[config.mk]
export PLATFORM = sky130hd
export DESIGN_NAME = alc_ctrl
export DESIGN_NICKNAME = d
export VERILOG_FILES = /design/src/rtl/alc_pkg.sv /design/src/rtl/alc_ctrl.sv
export SDC_FILE = /design/constraint.sdc
export NUM_CORES = 1
export LEC_CHECK = 0
export ABC_CLOCK_PERIOD_IN_PS = 2250
export BUFFER_PORTS_ARGS = -buffer_cell sky130_fd_sc_hd__buf_2
export CORE_MARGIN = 3
export CORE_UTILIZATION = 44
export DETAILED_ROUTE_END_ITERATION = 12
export GPL_ROUTABILITY_DRIVEN = 0
export PLACE_DENSITY = 0.84
export SYNTH_ARGS = -nofsm -noshare
export SYNTH_HDL_FRONTEND = slang
export SYNTH_SLANG_ARGS = --single-unit
export TNS_END_PERCENT = 100
[constraint.sdc]
create_clock -name i_clk -period 2.25 [get_ports i_clk]
set_input_delay 0.225 -clock i_clk [delete_from_list [all_inputs] [get_ports i_clk]]
set_output_delay 0.225 -clock i_clk [all_outputs]
set_load 0.005 [all_outputs]
[src/rtl/alc_pkg.sv]
// Package for the affine layer compositor: command and selector codes,
// fixed-point constants, CORDIC arctangent table, channel conversions and
// the controller/datapath command and status structs. No dependencies.
package alc_pkg;

    // Parameter defaults for the top level
    localparam int DEF_MAX_WIDTH  = 64;
    localparam int DEF_MAX_HEIGHT = 64;
    localparam int DEF_MAX_LAYERS = 4;

    // Request command codes
    localparam logic [1:0] CMD_LOAD   = 2'd0;
    localparam logic [1:0] CMD_PARAM  = 2'd1;
    localparam logic [1:0] CMD_RENDER = 2'd2;

    // Transform parameter selectors
    localparam logic [2:0] SEL_SCALE_X  = 3'd0;
    localparam logic [2:0] SEL_SCALE_Y  = 3'd1;
    localparam logic [2:0] SEL_OFFSET_X = 3'd2;
    localparam logic [2:0] SEL_OFFSET_Y = 3'd3;
    localparam logic [2:0] SEL_ROTATION = 3'd4;
    localparam logic [2:0] SEL_OPACITY  = 3'd5;

    // Fixed point
    localparam logic [16:0] ONE16 = 17'd65536;
    localparam int Z_W = 27;
    localparam logic        [31:0]  DEG360_U = 32'd23592960;
    localparam logic signed [Z_W-1:0] DEG360 = 27'sd23592960;
    localparam logic signed [Z_W-1:0] DEG180 = 27'sd11796480;
    localparam logic signed [Z_W-1:0] DEG90  = 27'sd5898240;
    localparam logic signed [32:0] CORDIC_GAIN = 33'sd652032874;
    localparam int CORDIC_STEPS = 16;
    localparam int REDUCE_STEPS = 7;
    localparam int STEP_W = 4;

    // Arctangent of 2^-i in Q16.16 degrees
    function automatic logic signed [Z_W-1:0] atan_deg(input logic [STEP_W-1:0] i);
        logic signed [Z_W-1:0] a;
        case (i)
            4'd0:    a = 27'sd2949120;
            4'd1:    a = 27'sd1740967;
            4'd2:    a = 27'sd919879;
            4'd3:    a = 27'sd466945;
            4'd4:    a = 27'sd234379;
            4'd5:    a = 27'sd117304;
            4'd6:    a = 27'sd58666;
            4'd7:    a = 27'sd29335;
            4'd8:    a = 27'sd14668;
            4'd9:    a = 27'sd7334;
            4'd10:   a = 27'sd3667;
            4'd11:   a = 27'sd1833;
            4'd12:   a = 27'sd917;
            4'd13:   a = 27'sd458;
            4'd14:   a = 27'sd229;
            4'd15:   a = 27'sd115;
            default: a = '0;
        endcase
        return a;
    endfunction

    // 8-bit channel to Q1.16 with rounding: c*257 plus one for c >= 128
    function automatic logic [16:0] to_q16(input logic [7:0] c);
        return {1'b0, c, c} + 17'(c[7]);
    endfunction

    // Q1.16 back to 8 bits: min(v,1.0)*255 >> 16
    function automatic logic [7:0] to_byte(input logic [16:0] v);
        logic [16:0] m;
        logic [24:0] t;
        m = (v > ONE16) ? ONE16 : v;
        t = {m, 8'b0} - {8'b0, m};
        return t[23:16];
    endfunction

    // Controller to datapath commands
    typedef struct packed {
        logic              capture;
        logic              load_wr;
        logic              param_wr;
        logic              rot_init;
        logic              red_step;
        logic              fold;
        logic              cordic_step;
        logic              rot_wr;
        logic              rnd_init;
        logic              uv;
        logic              rot;
        logic              sum;
        logic              mem_rd;
        logic              cov;
        logic              over;
        logic              blend;
        logic              next_layer;
        logic              out_load;
        logic [STEP_W-1:0] step;
    } t_dp_cmd;

    // Datapath to controller status
    typedef struct packed {
        logic [1:0] cmd;
        logic       rot_sel;
        logic       layer_ok;
        logic       layers_done;
        logic       layer_on;
        logic       in_frame;
    } t_dp_status;

endpackage

[src/rtl/alc_ctrl.sv]
// Controller for the affine layer compositor: sequences loads, parameter
// writes, the rotation reduce/CORDIC passes and the per-layer render loop.
// Depends on alc_pkg.
module alc_ctrl (
    input  logic                i_clk,
    input  logic                i_rst_n,
    input  logic                i_in_valid,
    output logic                o_in_stall,
    output logic                o_out_valid,
    input  logic                i_out_stall,
    input  alc_pkg::t_dp_status i_status,
    output alc_pkg::t_dp_cmd    o_ctl
);
    import alc_pkg::*;

    typedef enum logic [3:0] {
        S_IDLE, S_DECODE, S_REDUCE, S_FOLD, S_CORDIC, S_ROT_WR,
        S_CHECK, S_UV, S_ROT, S_SUM, S_ADDR, S_COV, S_OVER, S_BLEND, S_FINISH
    } t_state;

    t_state            r_state, n_state;
    logic [STEP_W-1:0] r_step, n_step;
    logic              r_out_valid, n_out_valid;
    logic              out_free;

    assign out_free    = !(r_out_valid && i_out_stall);
    assign o_in_stall  = (r_state != S_IDLE);
    assign o_out_valid = r_out_valid;

    // Next state and command decode
    always_comb begin
        o_ctl       = '0;
        o_ctl.step  = r_step;
        n_state     = r_state;
        n_step      = r_step;
        n_out_valid = r_out_valid && i_out_stall;
        case (r_state)
            S_IDLE: begin
                if (i_in_valid) begin
                    o_ctl.capture = 1'b1;
                    n_state       = S_DECODE;
                end
            end
            S_DECODE: begin
                case (i_status.cmd)
                    CMD_LOAD: begin
                        o_ctl.load_wr = 1'b1;
                        n_state       = S_IDLE;
                    end
                    CMD_PARAM: begin
                        if (i_status.rot_sel && i_status.layer_ok) begin
                            o_ctl.rot_init = 1'b1;
                            n_step         = STEP_W'(REDUCE_STEPS - 1);
                            n_state        = S_REDUCE;
                        end else begin
                            o_ctl.param_wr = 1'b1;
                            n_state        = S_IDLE;
                        end
                    end
                    CMD_RENDER: begin
                        o_ctl.rnd_init = 1'b1;
                        n_state        = S_CHECK;
                    end
                    default: n_state = S_IDLE;
                endcase
            end
            S_REDUCE: begin
                o_ctl.red_step = 1'b1;
                if (r_step == '0) begin
                    n_state = S_FOLD;
                end else begin
                    n_step = r_step - 1'b1;
                end
            end
            S_FOLD: begin
                o_ctl.fold = 1'b1;
                n_step     = '0;
                n_state    = S_CORDIC;
            end
            S_CORDIC: begin
                o_ctl.cordic_step = 1'b1;
                if (r_step == STEP_W'(CORDIC_STEPS - 1)) begin
                    n_state = S_ROT_WR;
                end else begin
                    n_step = r_step + 1'b1;
                end
            end
            S_ROT_WR: begin
                o_ctl.rot_wr = 1'b1;
                n_state      = S_IDLE;
            end
            S_CHECK: begin
                if (i_status.layers_done) begin
                    n_state = S_FINISH;
                end else if (i_status.layer_on) begin
                    n_state = S_UV;
                end else begin
                    o_ctl.next_layer = 1'b1;
                end
            end
            S_UV: begin
                o_ctl.uv = 1'b1;
                n_state  = S_ROT;
            end
            S_ROT: begin
                o_ctl.rot = 1'b1;
                n_state   = S_SUM;
            end
            S_SUM: begin
                o_ctl.sum = 1'b1;
                n_state   = S_ADDR;
            end
            S_ADDR: begin
                // out-of-frame samples are skipped
                if (i_status.in_frame) begin
                    o_ctl.mem_rd = 1'b1;
                    n_state      = S_COV;
                end else begin
                    o_ctl.next_layer = 1'b1;
                    n_state          = S_CHECK;
                end
            end
            S_COV: begin
                o_ctl.cov = 1'b1;
                n_state   = S_OVER;
            end
            S_OVER: begin
                o_ctl.over = 1'b1;
                n_state    = S_BLEND;
            end
            S_BLEND: begin
                o_ctl.blend      = 1'b1;
                o_ctl.next_layer = 1'b1;
                n_state          = S_CHECK;
            end
            S_FINISH: begin
                // wait until the output register is free
                if (out_free) begin
                    o_ctl.out_load = 1'b1;
                    n_out_valid    = 1'b1;
                    n_state        = S_IDLE;
                end
            end
            default: n_state = S_IDLE;
        endcase
    end

    // State and registered outputs
    always_ff @(posedge i_clk) begin
        if (!i_rst_n) begin
            r_state     <= S_IDLE;
            r_step      <= '0;
            r_out_valid <= 1'b0;
        end else begin
            r_state     <= n_state;
            r_step      <= n_step;
            r_out_valid <= n_out_valid;
        end
    end

endmodule

; ---- After elaboration in Yosys (flattened, before gate mapping)
; Cells that the tools add are included.
[word_totals]
regBits = 9
output_inout_bits = 24
wordCells = 83
[classes]
n_addsub = 2
n_eq_ne = 26
n_mux = 43
n_reduce_logical = 9
[op_table]
columns = cell, n
row1 = case mux 4 bit (14 select lines), 1
row2 = two-way mux 4 bit, 11
row3 = "== test 4 bit, second input constant", 8
row4 = two-way mux 1 bit, 25
row5 = "== test 4 x 3 -> 1 bit, second input constant", 4
row6 = case mux 4 bit (4 select lines), 1
row7 = "inequality test 2 bit, second input constant", 7
row8 = AND reduction 5 bit, 2
row9 = "== test 4 x 2 -> 1 bit, second input constant", 2
row10 = logical NOT 4 bit, 2
row11 = case mux 4 bit (2 select lines), 1
row12 = nonzero test 4 bit, 2
row13 = "adder 4 x 1 -> 4 bit, second input constant", 1
row14 = "== test 4 x 1 -> 1 bit, second input constant", 1
row15 = two-way mux 2 bit, 2
row16 = "subtractor 4 x 1 -> 4 bit, second input constant", 1
row17 = two-way mux 3 bit, 1
row18 = "inequality test 3 bit, second input constant", 1
row19 = case mux 1 bit (3 select lines), 1
row20 = "== test 2 x 1 -> 1 bit, second input constant", 1
row21 = "== test 2 bit, second input constant", 1
row22 = logical AND 1 bit, 2
row23 = logical NOT 2 bit, 1
row24 = "inequality test 2 x 1 -> 1 bit, second input constant", 1

; ---- Logic depth before layout (Yosys ltp)
; Gate-level depths: netlist (run 1).
[logic_depth]
depth_word = 4
depth_mapped = 8
depth_no_buf = 7

; ---- Worst setup path after synthesis (run 1)
; No wires, ideal clock.
[synth_path]
kind = flip-flop to flip-flop
from = register r_state[1]
to = register r_step[3]
arrival_time_ps = 2032
t_required_ps = 2127
path_slack_ps = 95
path_stages_with_launch = 9
period_less_slack_ps = 2155
cell_sequence = dfxtp_1 buf_6 or4b_4 ha_1 a21o_2 a21oi_1 xnor2_1 mux2i_1 a21oi_1
[synth_via]
elab_chain_cells = 3
word_cells_on_any_way = 11
cone_classes = eq/ne (8) / mux (1) / reduce/logical (2)
[synth_lines]
columns = item, line
row1 = start: declaration, alc_ctrl.sv:21  ; t_state r_state, n_state;
row2 = start signal: assignment, alc_ctrl.sv:155  ; r_state <= n_state;
row3 = == test 4 x 1 -> 1 bit (tied with other cells), alc_ctrl.sv:37  ; case (r_state)
row4 = inequality test 2 x 1 -> 1 bit (no line) (tied with other cells), --
row5 = AND reduction 5 bit (no line), --
row6 = end signal: assignment, alc_ctrl.sv:156  ; r_step <= n_step;
row7 = end: declaration, alc_ctrl.sv:22  ; logic [STEP_W-1:0] r_step, n_step;
; Several ways; a longest one is shown, not always the timed one.
; A chain may end at the register's enable or synchronous reset.

; ---- Worst setup path in the final report (run 1)
[layout_path]
from = register r_state[0]
to = register r_step[3]
; Same word-level chain as after synthesis.

==> results of run 1 <==
[path summary, 6_finish.rpt]
| check | end | depth (start not counted) | start | slack [ps] |
|---|---|---|---|---|
| worst max-delay path | r_step[3] | 7 | r_state[0] | 120 |
| worst min-delay path | o_out_valid | 3 | i_out_stall | 260 |
| worst max register to register | r_step[3] | 7 | r_state[0] | 120 |
| worst min register to register | o_out_valid | 2 | o_out_valid | 530 |
[power by group through the flow]
stage / sequential [uW] / combinational, uW / clock [uW]
after global routing: 183 / 212 / 139
after floorplan: 185 / 136 / 0
after global placement: 184 / 183 / 0
after CTS: 182 / 192 / 131
after detailed placement: 185 / 191 / 0
final: 182 / 192 / 127
[routing by layer]
layer / track usage / share of wire
met1: 0.2330 / 0.43
met5: 0 / 0
met4: 0.1092 / 0.026
met3: 0.02006 / 0.054
met2: 0.3222 / 0.49
[logic make-up after synthesis]
| group | after synthesis | synth area share |
|---|---|---|
| xor+xnor | 3 | 0.02812 |
| simple gates | 55 | 0.3226 |
| flops | 9 | 0.1928 |
| mux | 3 | 0.03213 |
| fa+ha+maj | 6 | 0.08835 |
| buf+inv | 13 | 0.06692 |
| compound gates | 32 | 0.2691 |
[Yosys cell counts, types with 2 or more instances]
cell type	number	area share
ha_1	5	0.067
o21ai_1	2	0.011
nor2_1	16	0.064
nor2b_1	3	0.020
clkbuf_1	4	0.016
nor3_1	3	0.016
and2_1	2	0.013
inv_2	3	0.012
o21ai_0	6	0.032
nand4_1	2	0.013
nand2b_1	3	0.020
nand3_1	4	0.021
nand2_1	13	0.052
xnor2_1	3	0.028
inv_1	3	0.012
mux2i_1	3	0.032
dfxtp_1	9	0.19
and3_1	2	0.013
a21oi_1	9	0.048
[area by class of cell]
cell class                      instances  area [um^2]  share of cell area
Clock buffer                            4        26.28             0.02258
Inverter                                7        31.28             0.02688
Multi-Input combinational cell         99        691.9              0.5946
Sequential cell                         9        180.2              0.1548
Tap cell                               27        33.78             0.02903
Timing Repair Buffer                   38        200.2              0.1720
[critical path: stages, from the launching register on]
cell	delay [ps]
dfxtp_1	310
or4b_4	590
ha_1	290
a21o_2	210
a21oi_1	170
xnor2_1	160
mux2i_1	200
a21oi_1	80
[per-stage QoR]
| stage | hold WS (ps) | total power (uW) | std cells |
|---|---|---|---|
| 4_1_cts | 255.3 | 504.5 | 184 |
| 2_1_floorplan | 389.4 | 320.9 | 121 |
| 3_3_place_gp | 506.9 | 367.5 | 180 |
| 3_5_place_dp | 522.9 | 375.9 | 180 |
| 5_1_grt | 283.4 | 533.9 | 184 |
| 6_report | 259.6 | 500.9 | 184 |
[sequential cells by signal (all words and copies together), names as in the netlist]
| signal | cells |
|---|---|
| r_step | 4 |
| o_out_valid | 1 |
| r_state | 4 |
==> results.md, run 1 <==
| Quantity | Value | Unit |
|---|---|---|
| Number of clock sinks | 9 | - |
| Post-route standard cell area excluding fillers | 0.001164 | mm^2 |
| GRT Resource Usage Total | 0.1913 | - |
| Fraction of the yosys area taken by sequential cells | 0.1928 | - |
| Main flop type after synthesis | dfxtp_1 | - |
| Leakage power total | 0.0005613 | uW |
| Period utilisation layout | 0.9487 | - |
| Arr. time, crit path | 2280 | ps |
| Tightest Hold Check Type | in2reg | - |
| Via total after detailed routing | 995 | - |
| Register share of total power | 0.363 | - |
| Number of slew-limit violations in the final report | 0 | - |
| Switching fraction of total power | 0.3428 | - |
| Synthesized Nets | 138 | - |
| Proportion of register bits with asynchronous set or reset after synthesis | 0 | - |
| Critical path startpoint category | register | - |
| Total count of hold-check failures in the final report | 0 | - |
| Iteration-0 DRC count of the detailed router | 58 | - |
| Vertical die dimension | 52.09 | um |
| Area inside the core boundary | 0.001982 | mm^2 |
| Clock share of power | 0.254 | - |
| TritonCTS clock tree | done | - |
| Register bit count reported by yosys | 9 | - |
| Placed wire-length estimate | 1911 | um |
| Starting Density | 0.4716 | - |
| Cell internal power dissipation | 329.2 | uW |
| RSZ-0062 raised after global routing | false | - |
| Final net count | 175 | - |
| Measured slew at the worst slew-check pin | 424.2 | ps |
| Slew headroom | 0.7172 | - |
| Clock tree root buffer cell | clkbuf_4 | - |
| Number of buffers between clock root and the deepest sink | 2 | - |
| Die area | 0.002713 | mm^2 |
| Via count of the first global-routing pass | 910 | - |
| Number of remaining DRC errors | 0 | - |
| Number of detailed-route iterations in the first pass | 4 | - |
| Total standard cell area after synthesis | 934.6 | um^2 |
| Final period demand of the worst path | 2134 | ps |
| Worst Setup Slack, final | 115.5 | ps |
| Die X-Extent | 52.09 | um |
| Reported net switching power | 171.7 | uW |
| Classification of the worst setup path | reg2reg | - |
| Result of the run | finished clean | - |
| Syn Area/Cell | 7.724 | um^2 |
| Maximum operating frequency | 0.4685 | GHz |
| Most frequent cells in the layout | 34 x buf_2, 16 x nor2_1, 13 x nand2_1 | - |
| Clock Skews | 0.5311 | ps |
| Relative area change from synthesis to final layout | 24.50 | % |
| Wire length of the first global-routing pass | 3877 | um |
| Num rows | 16 | - |
| Share of layout cells above drive strength 1 | 0.3631 | - |
| Worst EP required | 2400 | ps |
| Cts repair resizes | 0 | - |
| Number of input and output port buffers inserted | 34 | - |
| Sum of negative setup slack | 0 | ps |
| Final setup viols | 0 | - |
| Clock-pin slew on the worst setup and hold paths | 60 | ps |
| Setup slack at placement | 109.3 | ps |
| Final routed wire length divided by cell count | 12.96 | um |
| Syn Inst Count | 121 | - |
| Synth Warn # | 0 | - |
| Max Cap Violations | 0 | - |
| Initial antenna violation count | 0 | - |
| Post-synth EDFFs | 0 | - |
| Share of the core filled with cells | 0.5871 | - |
| Maximum number of pins on one net before global-route repair | 19 | - |
| Most common cell after layout, fill and taps aside | buf_2 | - |
| Number of nets with antenna violations after routing | 0 | - |
| Remaining global-route overflow | 0 | - |
| Power density over cell area | 430.5 | mW/mm^2 |
| TritonCTS buffer count | 3 | - |
| Comb pwr share | 0.382 | - |
| Final routed wirelength across all metal layers | 2385 | um |
| CTS Hold Bufs | 0 | - |
| Worst-skew pair later-pin latency | 260 | ps |
| Highest fanout seen on the critical path | 5 | - |
| Count of pins on the block boundary | 35 | - |
| Type of destination of the critical path | register | - |
| Post-CTS setup repair buffer count | 0 | - |
| DP Area | 0.001137 | mm^2 |
| Maximum ir drop on the vdd rail | 0.0002092 | V |
| Via count normalized by instance count | 5.408 | - |
| Number of fill cells in the layout | 182 | - |
| Number of distinct library cells after synthesis | 45 | - |
| Antenna diode count | 0 | - |
| Number of levels the H-tree was split into | 1 | - |
(Power assumes the default switching activity.)
==> run 2, diff against run 1 <==
Settings changed: SETUP_SLACK_MARGIN set to 0.4.
==> results.md, run 2 (synthesized netlist as in run 1, its figures left out) <==
| Quantity | Value | Unit | vs previous |
|---|---|---|---|
| Final routed wirelength across all metal layers | 2699 | um | +13% |
| Starting Density | 0.4716 | - | unchanged |
| Via total after detailed routing | 1050 | - | +5.5% |
| CTS Hold Bufs | 0 | - | unchanged |
| Die X-Extent | 52.09 | um | unchanged |
| Via count of the first global-routing pass | 943 | - | +3.6% |
| Die area | 0.002713 | mm^2 | unchanged |
| Relative area change from synthesis to final layout | 35.88 | % |  |
| Maximum number of pins on one net before global-route repair | 14 | - | -5 |
| Total count of hold-check failures in the final report | 0 | - | unchanged |
| Area inside the core boundary | 0.001982 | mm^2 | unchanged |
| TritonCTS clock tree | done | - |  |
| Cell class contributing the biggest share of worst-path delay | simple AND/OR/NAND/NOR gates | - |  |
| RR Startpoint | r_state[0] | - |  |
| Number of slew-limit violations in the final report | 0 | - | unchanged |
| Number of clock sinks | 9 | - | unchanged |
| Hold wc startpoint | i_out_stall | - |  |
| Number of buffers between clock root and the deepest sink | 2 | - | unchanged |
| Via count normalized by instance count | 5.556 | - | +2.7% |
| Clock tree root buffer cell | clkbuf_4 | - |  |
| Antenna diode count | 0 | - | unchanged |
| Cells along the critical path | or4b_4, ha_4, a21o_2, a21oi_2, xnor2_1, mux2i_1, a21oi_1 | - |  |
| Worst-skew pair later-pin latency | 260 | ps | about the same |
| Critical path startpoint category | register | - |  |
| TritonCTS buffer count | 3 | - | unchanged |
| Post-Layout Cell Count | 189 | - | +2.7% |
| Buffers plus inverters on the worst setup path | 0 | - | unchanged |
| Result of the run | finished clean | - |  |
| Period utilisation layout | 0.8855 | - | -0.06317 |
| Tightest Hold Check Type | in2reg | - |  |
| Initial antenna violation count | 0 | - | unchanged |
| Share of the core filled with cells | 0.6408 | - | +0.05366 |
| Type of destination of the critical path | register | - |  |
| GRT Resource Usage Total | 0.1984 | - | +0.007173 |
| Wire length of the first global-routing pass | 4126 | um | +6.4% |
| Placed wire-length estimate | 2056 | um | +7.6% |
| Most common cell after layout, fill and taps aside | buf_2 | - |  |
| Most frequent cells in the layout | 34 x buf_2, 16 x nor2_1, 13 x nand2_1 | - |  |
| Arr. time, crit path | 2130 | ps | -150 ps |
| RSZ-0062 raised after global routing | true | - |  |
| Highest cell delay on the worst timing path | 590 | ps | about the same |
| Cell count after placement | 180 | - | unchanged |
| Setup slack at placement | 212.2 | ps | +102.9 ps |
| Count of pins on the block boundary | 35 | - | unchanged |
| Reg2Reg Setup Slack | 260 | ps | +140 ps |
| Power density over cell area | 415.2 | mW/mm^2 | -3.5% |
| Slowest cell on the critical path | or4b_4 | - |  |
| Final routed wire length divided by cell count | 14.28 | um | +10% |
| Number of input and output port buffers inserted | 34 | - | unchanged |
| Number of levels the H-tree was split into | 1 | - | unchanged |
| Worst Setup Slack, final | 257.6 | ps | +142.1 ps |
| Maximum ir drop on the vdd rail | 0.0003094 | V | +48% |
| Highest fanout seen on the critical path | 5 | - | unchanged |
| Classification of the worst setup path | reg2reg | - |  |
| Slew headroom | 0.7211 | - | +0.003963 |
| Clock-pin slew on the worst setup and hold paths | 70 | ps | about the same |
| Clock Skews | 7.491 | ps | +6.960 ps |
| Iteration-0 DRC count of the detailed router | 18 | - | -69% |
| Startpoint of the worst setup timing path | r_state[0] | - |  |
| Max Cap Violations | 0 | - | unchanged |
| Worst EP required | 2390 | ps | about the same |
| Num rows | 16 | - | unchanged |
| Maximum operating frequency | 0.5019 | GHz | +7.1% |
| Final net count | 180 | - | +2.9% |
| Remaining global-route overflow | 0 | - | unchanged |
| Vertical die dimension | 52.09 | um | unchanged |
| Number of detailed-route iterations in the first pass | 4 | - | unchanged |
| Number of nets with antenna violations after routing | 0 | - | unchanged |
| Number of remaining DRC errors | 0 | - | unchanged |
| Leakage power total | 0.0005981 | uW | +6.5% |
| Final-layout worst hold slack | 263.2 | ps | +3.537 ps |
| Final setup viols | 0 | - | unchanged |
| Final period demand of the worst path | 1992 | ps | -142.1 ps |
| Measured slew at the worst slew-check pin | 418.3 | ps | -5.944 ps |
| Share of layout cells above drive strength 1 | 0.4383 | - | +0.07521 |
| Sum of negative setup slack | 0 | ps | unchanged |
run 2: worst paths after layout:
path                                     to  cells after the start
worst max-delay path              r_step[3]                      7
worst min-delay path            o_out_valid                      3
worst max register to register    r_step[3]                      7
worst min register to register  o_out_valid                      2
run 2: final cells by class:
class | count | area (um^2)
inverter | 7 | 31.28
clock buffer | 4 | 26.28
fill | 185 | 711.9
timing repair buffer | 43 | 241.5
tap | 27 | 33.78
sequential | 9 | 181.4
multi-input combinational | 99 | 755.7
run 2: what timing repair did:
| action | CTS | global route |
|---|---|---|
| setup buffers | 2 | 3 |
| pin swaps | 3 | 4 |
| gates resized for setup | 5 | 5 |
| setup endpoints to repair | 4 | 6 |
run 2: routing by layer:
| metal | vias to the layer above | global-route usage | wire (um) | part of all wire |
|---|---|---|---|---|
| met5 | - | 0 | 0 | 0 |
| met1 | 478 | 0.2330 | 1136 | 0.42 |
| li1 | 515 | - | - | - |
| met3 | 6 | 0.02006 | 161 | 0.060 |
| met4 | 0 | 0.06987 | 41 | 0.015 |
| met2 | 51 | 0.3661 | 1360 | 0.50 |
run 2: through the flow:
step	power, uW	area [um^2]
floorplan	327.6	955.9
global placement	374.7	1159
detailed placement	384.8	1159
CTS	516.2	1224
global route	561.7	1270
finish	527.3	1270
run 2: power breakdown:
part	switching [uW]	total (uW)	leakage, uW	internal [uW]
combinational	111	218	0.000510	108
clock	56.4	125	0.0000150	68.2
sequential	14.3	184	0.0000735	170
run 2: worst min-delay path: cells and delay by family:
| kind | cells | cell delay (ps) |
|---|---|---|
| buffers and inverters | 1 | 110 |
| and+or+nand+nor | 1 | 60 |
| AOI/OAI and AO/OA | 1 | 70 |
==> run 3, diff against run 2 <==
Settings changed: ABC_AREA set to 1, PLACE_DENSITY 0.84 to 0.83.
==> results.md, run 3 <==
| Quantity | Value | Unit | vs previous |
|---|---|---|---|
| Cell internal power dissipation | 313.7 | uW | -9.4% |
| Remaining global-route overflow | 0 | - | unchanged |
| Fraction of the yosys area taken by sequential cells | 0.1846 | - | -0.008156 |
| Post-synth EDFFs | 0 | - | unchanged |
| Register share of total power | 0.379 | - | +0.030 |
| Clock Skews | 4.217 | ps | -3.274 ps |
| Syn Area/Cell | 5.362 | um^2 | -31% |
| Register bit count reported by yosys | 9 | - | unchanged |
| Num rows | 16 | - | unchanged |
| Critical path startpoint category | register | - |  |
| Slew headroom | 0.8234 | - | +0.1023 |
| Period utilisation layout | 0.7559 | - | -0.1296 |
| Reported net switching power | 188.9 | uW | +4.2% |
| Synth top cells by count | 55 x nand2_1, 35 x nor2_1, 30 x inv_1 | - |  |
| Fraction of synthesized cell area taken by the top area cell type | 0.2115 | - | +0.01877 |
| Worst-skew pair later-pin latency | 260 | ps | about the same |
| Measured slew at the worst slew-check pin | 264.5 | ps | -153.8 ps |
| Number of fill cells in the layout | 210 | - | +14% |
| Total count of hold-check failures in the final report | 0 | - | unchanged |
| Number of nets with antenna violations after routing | 0 | - | unchanged |
| Number of remaining DRC errors | 0 | - | unchanged |
| Final setup viols | 0 | - | unchanged |
| Highest fanout seen on the critical path | 7 | - | +2 |
| Result of the run | finished clean | - |  |
| Clock-pin slew on the worst setup and hold paths | 60 | ps | about the same |
| Main flop type after synthesis | dfxtp_1 | - |  |
| Relative area change from synthesis to final layout | 24.10 | % |  |
| Cell taking the most area after synthesis | nand2_1 | - |  |
| Die area | 0.002819 | mm^2 | +3.9% |
| Dominant combinational cell family by area after synthesis | simple AND/OR/NAND/NOR gates | - |  |
| Final routed wirelength across all metal layers | 2446 | um | -9.4% |
| Number of buffers between clock root and the deepest sink | 2 | - | unchanged |
| Count of pins on the block boundary | 35 | - | unchanged |
| Classification of the worst setup path | reg2reg | - |  |
| Most frequent cells in the layout | 55 x nand2_1, 34 x nor2_1, 34 x buf_2 | - |  |
| Wire length of the first global-routing pass | 4091 | um | -0.85% |
| Via count of the first global-routing pass | 978 | - | +3.7% |
| Clock share of power | 0.246 | - | +0.010 |
| Combined area of the multi-input logic cells | 670.6 | um^2 | -11% |
| Share of the core filled with cells | 0.5990 | - | -0.04177 |
| Synthesized Nets | 199 | - | +44% |
| Clock tree root buffer cell | clkbuf_4 | - |  |
| Number of levels the H-tree was split into | 1 | - | unchanged |
| Via count normalized by instance count | 4.761 | - | -14% |
| Syn Inst Count | 182 | - | +50% |
| Synth Warn # | 0 | - | unchanged |
| Final period demand of the worst path | 1701 | ps | -291.5 ps |
| Arithmetic-cell share of the synthesized area counting full adders, half adders and majority gates | 0.08462 | - | -0.003738 |
| Iteration-0 DRC count of the detailed router | 29 | - | +11 |
| Post-CTS setup repair buffer count | 0 | - | -2 |
| Max Cap Violations | 0 | - | unchanged |
| Most common cell after layout, fill and taps aside | nand2_1 | - |  |
| Via total after detailed routing | 1176 | - | +12% |
| Proportion of register bits with asynchronous set or reset after synthesis | 0 | - | unchanged |
| Tightest Hold Check Type | in2reg | - |  |
| Leakage power total | 0.0007867 | uW | +32% |
| Cell types occupying the most area after synthesis | nand2_1 21%, dfxtp_1 18%, nor2_1 13% | - |  |
| Arr. time, crit path | 1860 | ps | -270 ps |
| Number of clock sinks | 9 | - | unchanged |
| Simple-gate share of the synthesized area | 0.5192 | - | +0.1966 |
| Final net count | 238 | - | +32% |
| Maximum ir drop on the vdd rail | 0.0003164 | V | +2.2% |
| Total standard cell area after synthesis | 975.9 | um^2 | +4.4% |
| Complex-gate fraction of the synthesized area | 0.07179 | - | -0.1973 |
| Starting Density | 0.4827 | - | +0.01108 |
| TritonCTS clock tree | done | - |  |
| Antenna diode count | 0 | - | unchanged |
| Share of cell area taken by muxes after synthesis | 0 | - | -0.03213 |
| TritonCTS buffer count | 3 | - | unchanged |
| Number of detailed-route iterations in the first pass | 4 | - | unchanged |
| Share of the synthesized netlist area taken by xor and xnor gates | 0.008974 | - | -0.01914 |
| Worst EP required | 2410 | ps | +20 ps |
| Number of input and output port buffers inserted | 34 | - | unchanged |
| Power density over cell area | 414.9 | mW/mm^2 | about the same |
| Vertical die dimension | 53.10 | um | +1.9% |
| Final routed wire length divided by cell count | 9.903 | um | -31% |
| Die X-Extent | 53.10 | um | +1.9% |
| Type of destination of the critical path | register | - |  |
| Maximum number of pins on one net before global-route repair | 8 | - | -6 |
| Area inside the core boundary | 0.002022 | mm^2 | +2.0% |
| Sum of negative setup slack | 0 | ps | unchanged |
| Share of layout cells above drive strength 1 | 0.2591 | - | -0.1792 |
| Seq. cell area | 182.7 | um^2 | +0.69% |
| Comb pwr share | 0.375 | - | -0.039 |
| Number of slew-limit violations in the final report | 0 | - | unchanged |
| Maximum operating frequency | 0.5879 | GHz | +17% |
| Number of distinct library cells after synthesis | 16 | - | -64% |
| Initial antenna violation count | 0 | - | unchanged |
| RSZ-0062 raised after global routing | true | - |  |
| GRT Resource Usage Total | 0.1970 | - | -0.001494 |
| Placed wire-length estimate | 2082 | um | +1.2% |
| Switching fraction of total power | 0.3758 | - | +0.03201 |
| Most common cell in the synthesized netlist | nand2_1 | - |  |
[run 3: cell families (layout without fill, tap and decap cells)]
logic type / after synthesis / count (layout)
and+or+nand+nor: 118 / 118
buffers and inverters: 34 / 72
AOI/OAI and AO/OA: 14 / 14
DFF: 9 / 9
adders and majority gates: 6 / 6
xor gates and xnor gates: 1 / 1
[run 3: metal layers]
metal	global-route usage	share of wire	up-vias
met5	0	0	-
met3	0.02535	0.090	5
met2	0.3140	0.44	48
met1	0.2661	0.45	498
li1	-	-	625
met4	0.07660	0.016	0
[run 3: critical path, stage by stage, from the launching register on]
cell and delay (ps):
dfxtp_2 390, inv_2 70, nor2_2 160, nand2_2 130, ha_1 340, a21oi_1 150
nand2_1 80, inv_1 60, nand2_1 40, nand3_1 60, nand2_1 50, inv_1 50
nor2_1 30
[run 3: power by group through the flow]
stage	Sequential [uW]	Combinational, uW	Clock [uW]
global placement	191	186	0
floorplan	189	134	0
CTS	189	188	130
detailed placement	192	187	0
finish	190	189	124
global route	193	219	136
[run 3: stage by stage]
step / setup slack [ps] / cells / total power (uW) / hold WS, ps / area (um^2)
after floorplan: 616.8 / 182 / 323.3 / 322.6 / 975.9
after global placement: 530.9 / 243 / 377.7 / 479.4 / 1180
after detailed placement: 464.1 / 243 / 379.3 / 484.5 / 1180
after CTS: 452.8 / 247 / 506.7 / 223.9 / 1206
after global routing: 390.2 / 247 / 547.2 / 233.1 / 1211
final: 549.2 / 247 / 502.5 / 231.1 / 1211
[run 3: final cells by class]
| cell class | count | share of cell area |
|---|---|---|
| Clock buffer | 4 | 0.02169 |
| Multi-Input combinational cell | 139 | 0.5537 |
| Inverter | 34 | 0.1054 |
| Tap cell | 27 | 0.02789 |
| Timing Repair Buffer | 34 | 0.1405 |
| Sequential cell | 9 | 0.1508 |
[run 3: final timing paths]
check	slack (ps)	to	from	depth (start not counted)
hold / removal	230	o_out_valid	i_out_stall	3
hold reg to reg	490	o_out_valid	o_out_valid	2
setup / recovery	550	r_step[3]	r_state[2]	12
setup reg to reg	550	r_step[3]	r_state[2]	12
[run 3: repair_timing]
action / CTS / global route
gates resized for setup: 0 / 3
hold buffers: 0 / 0
endpoints found under the setup margin: 0 / 3
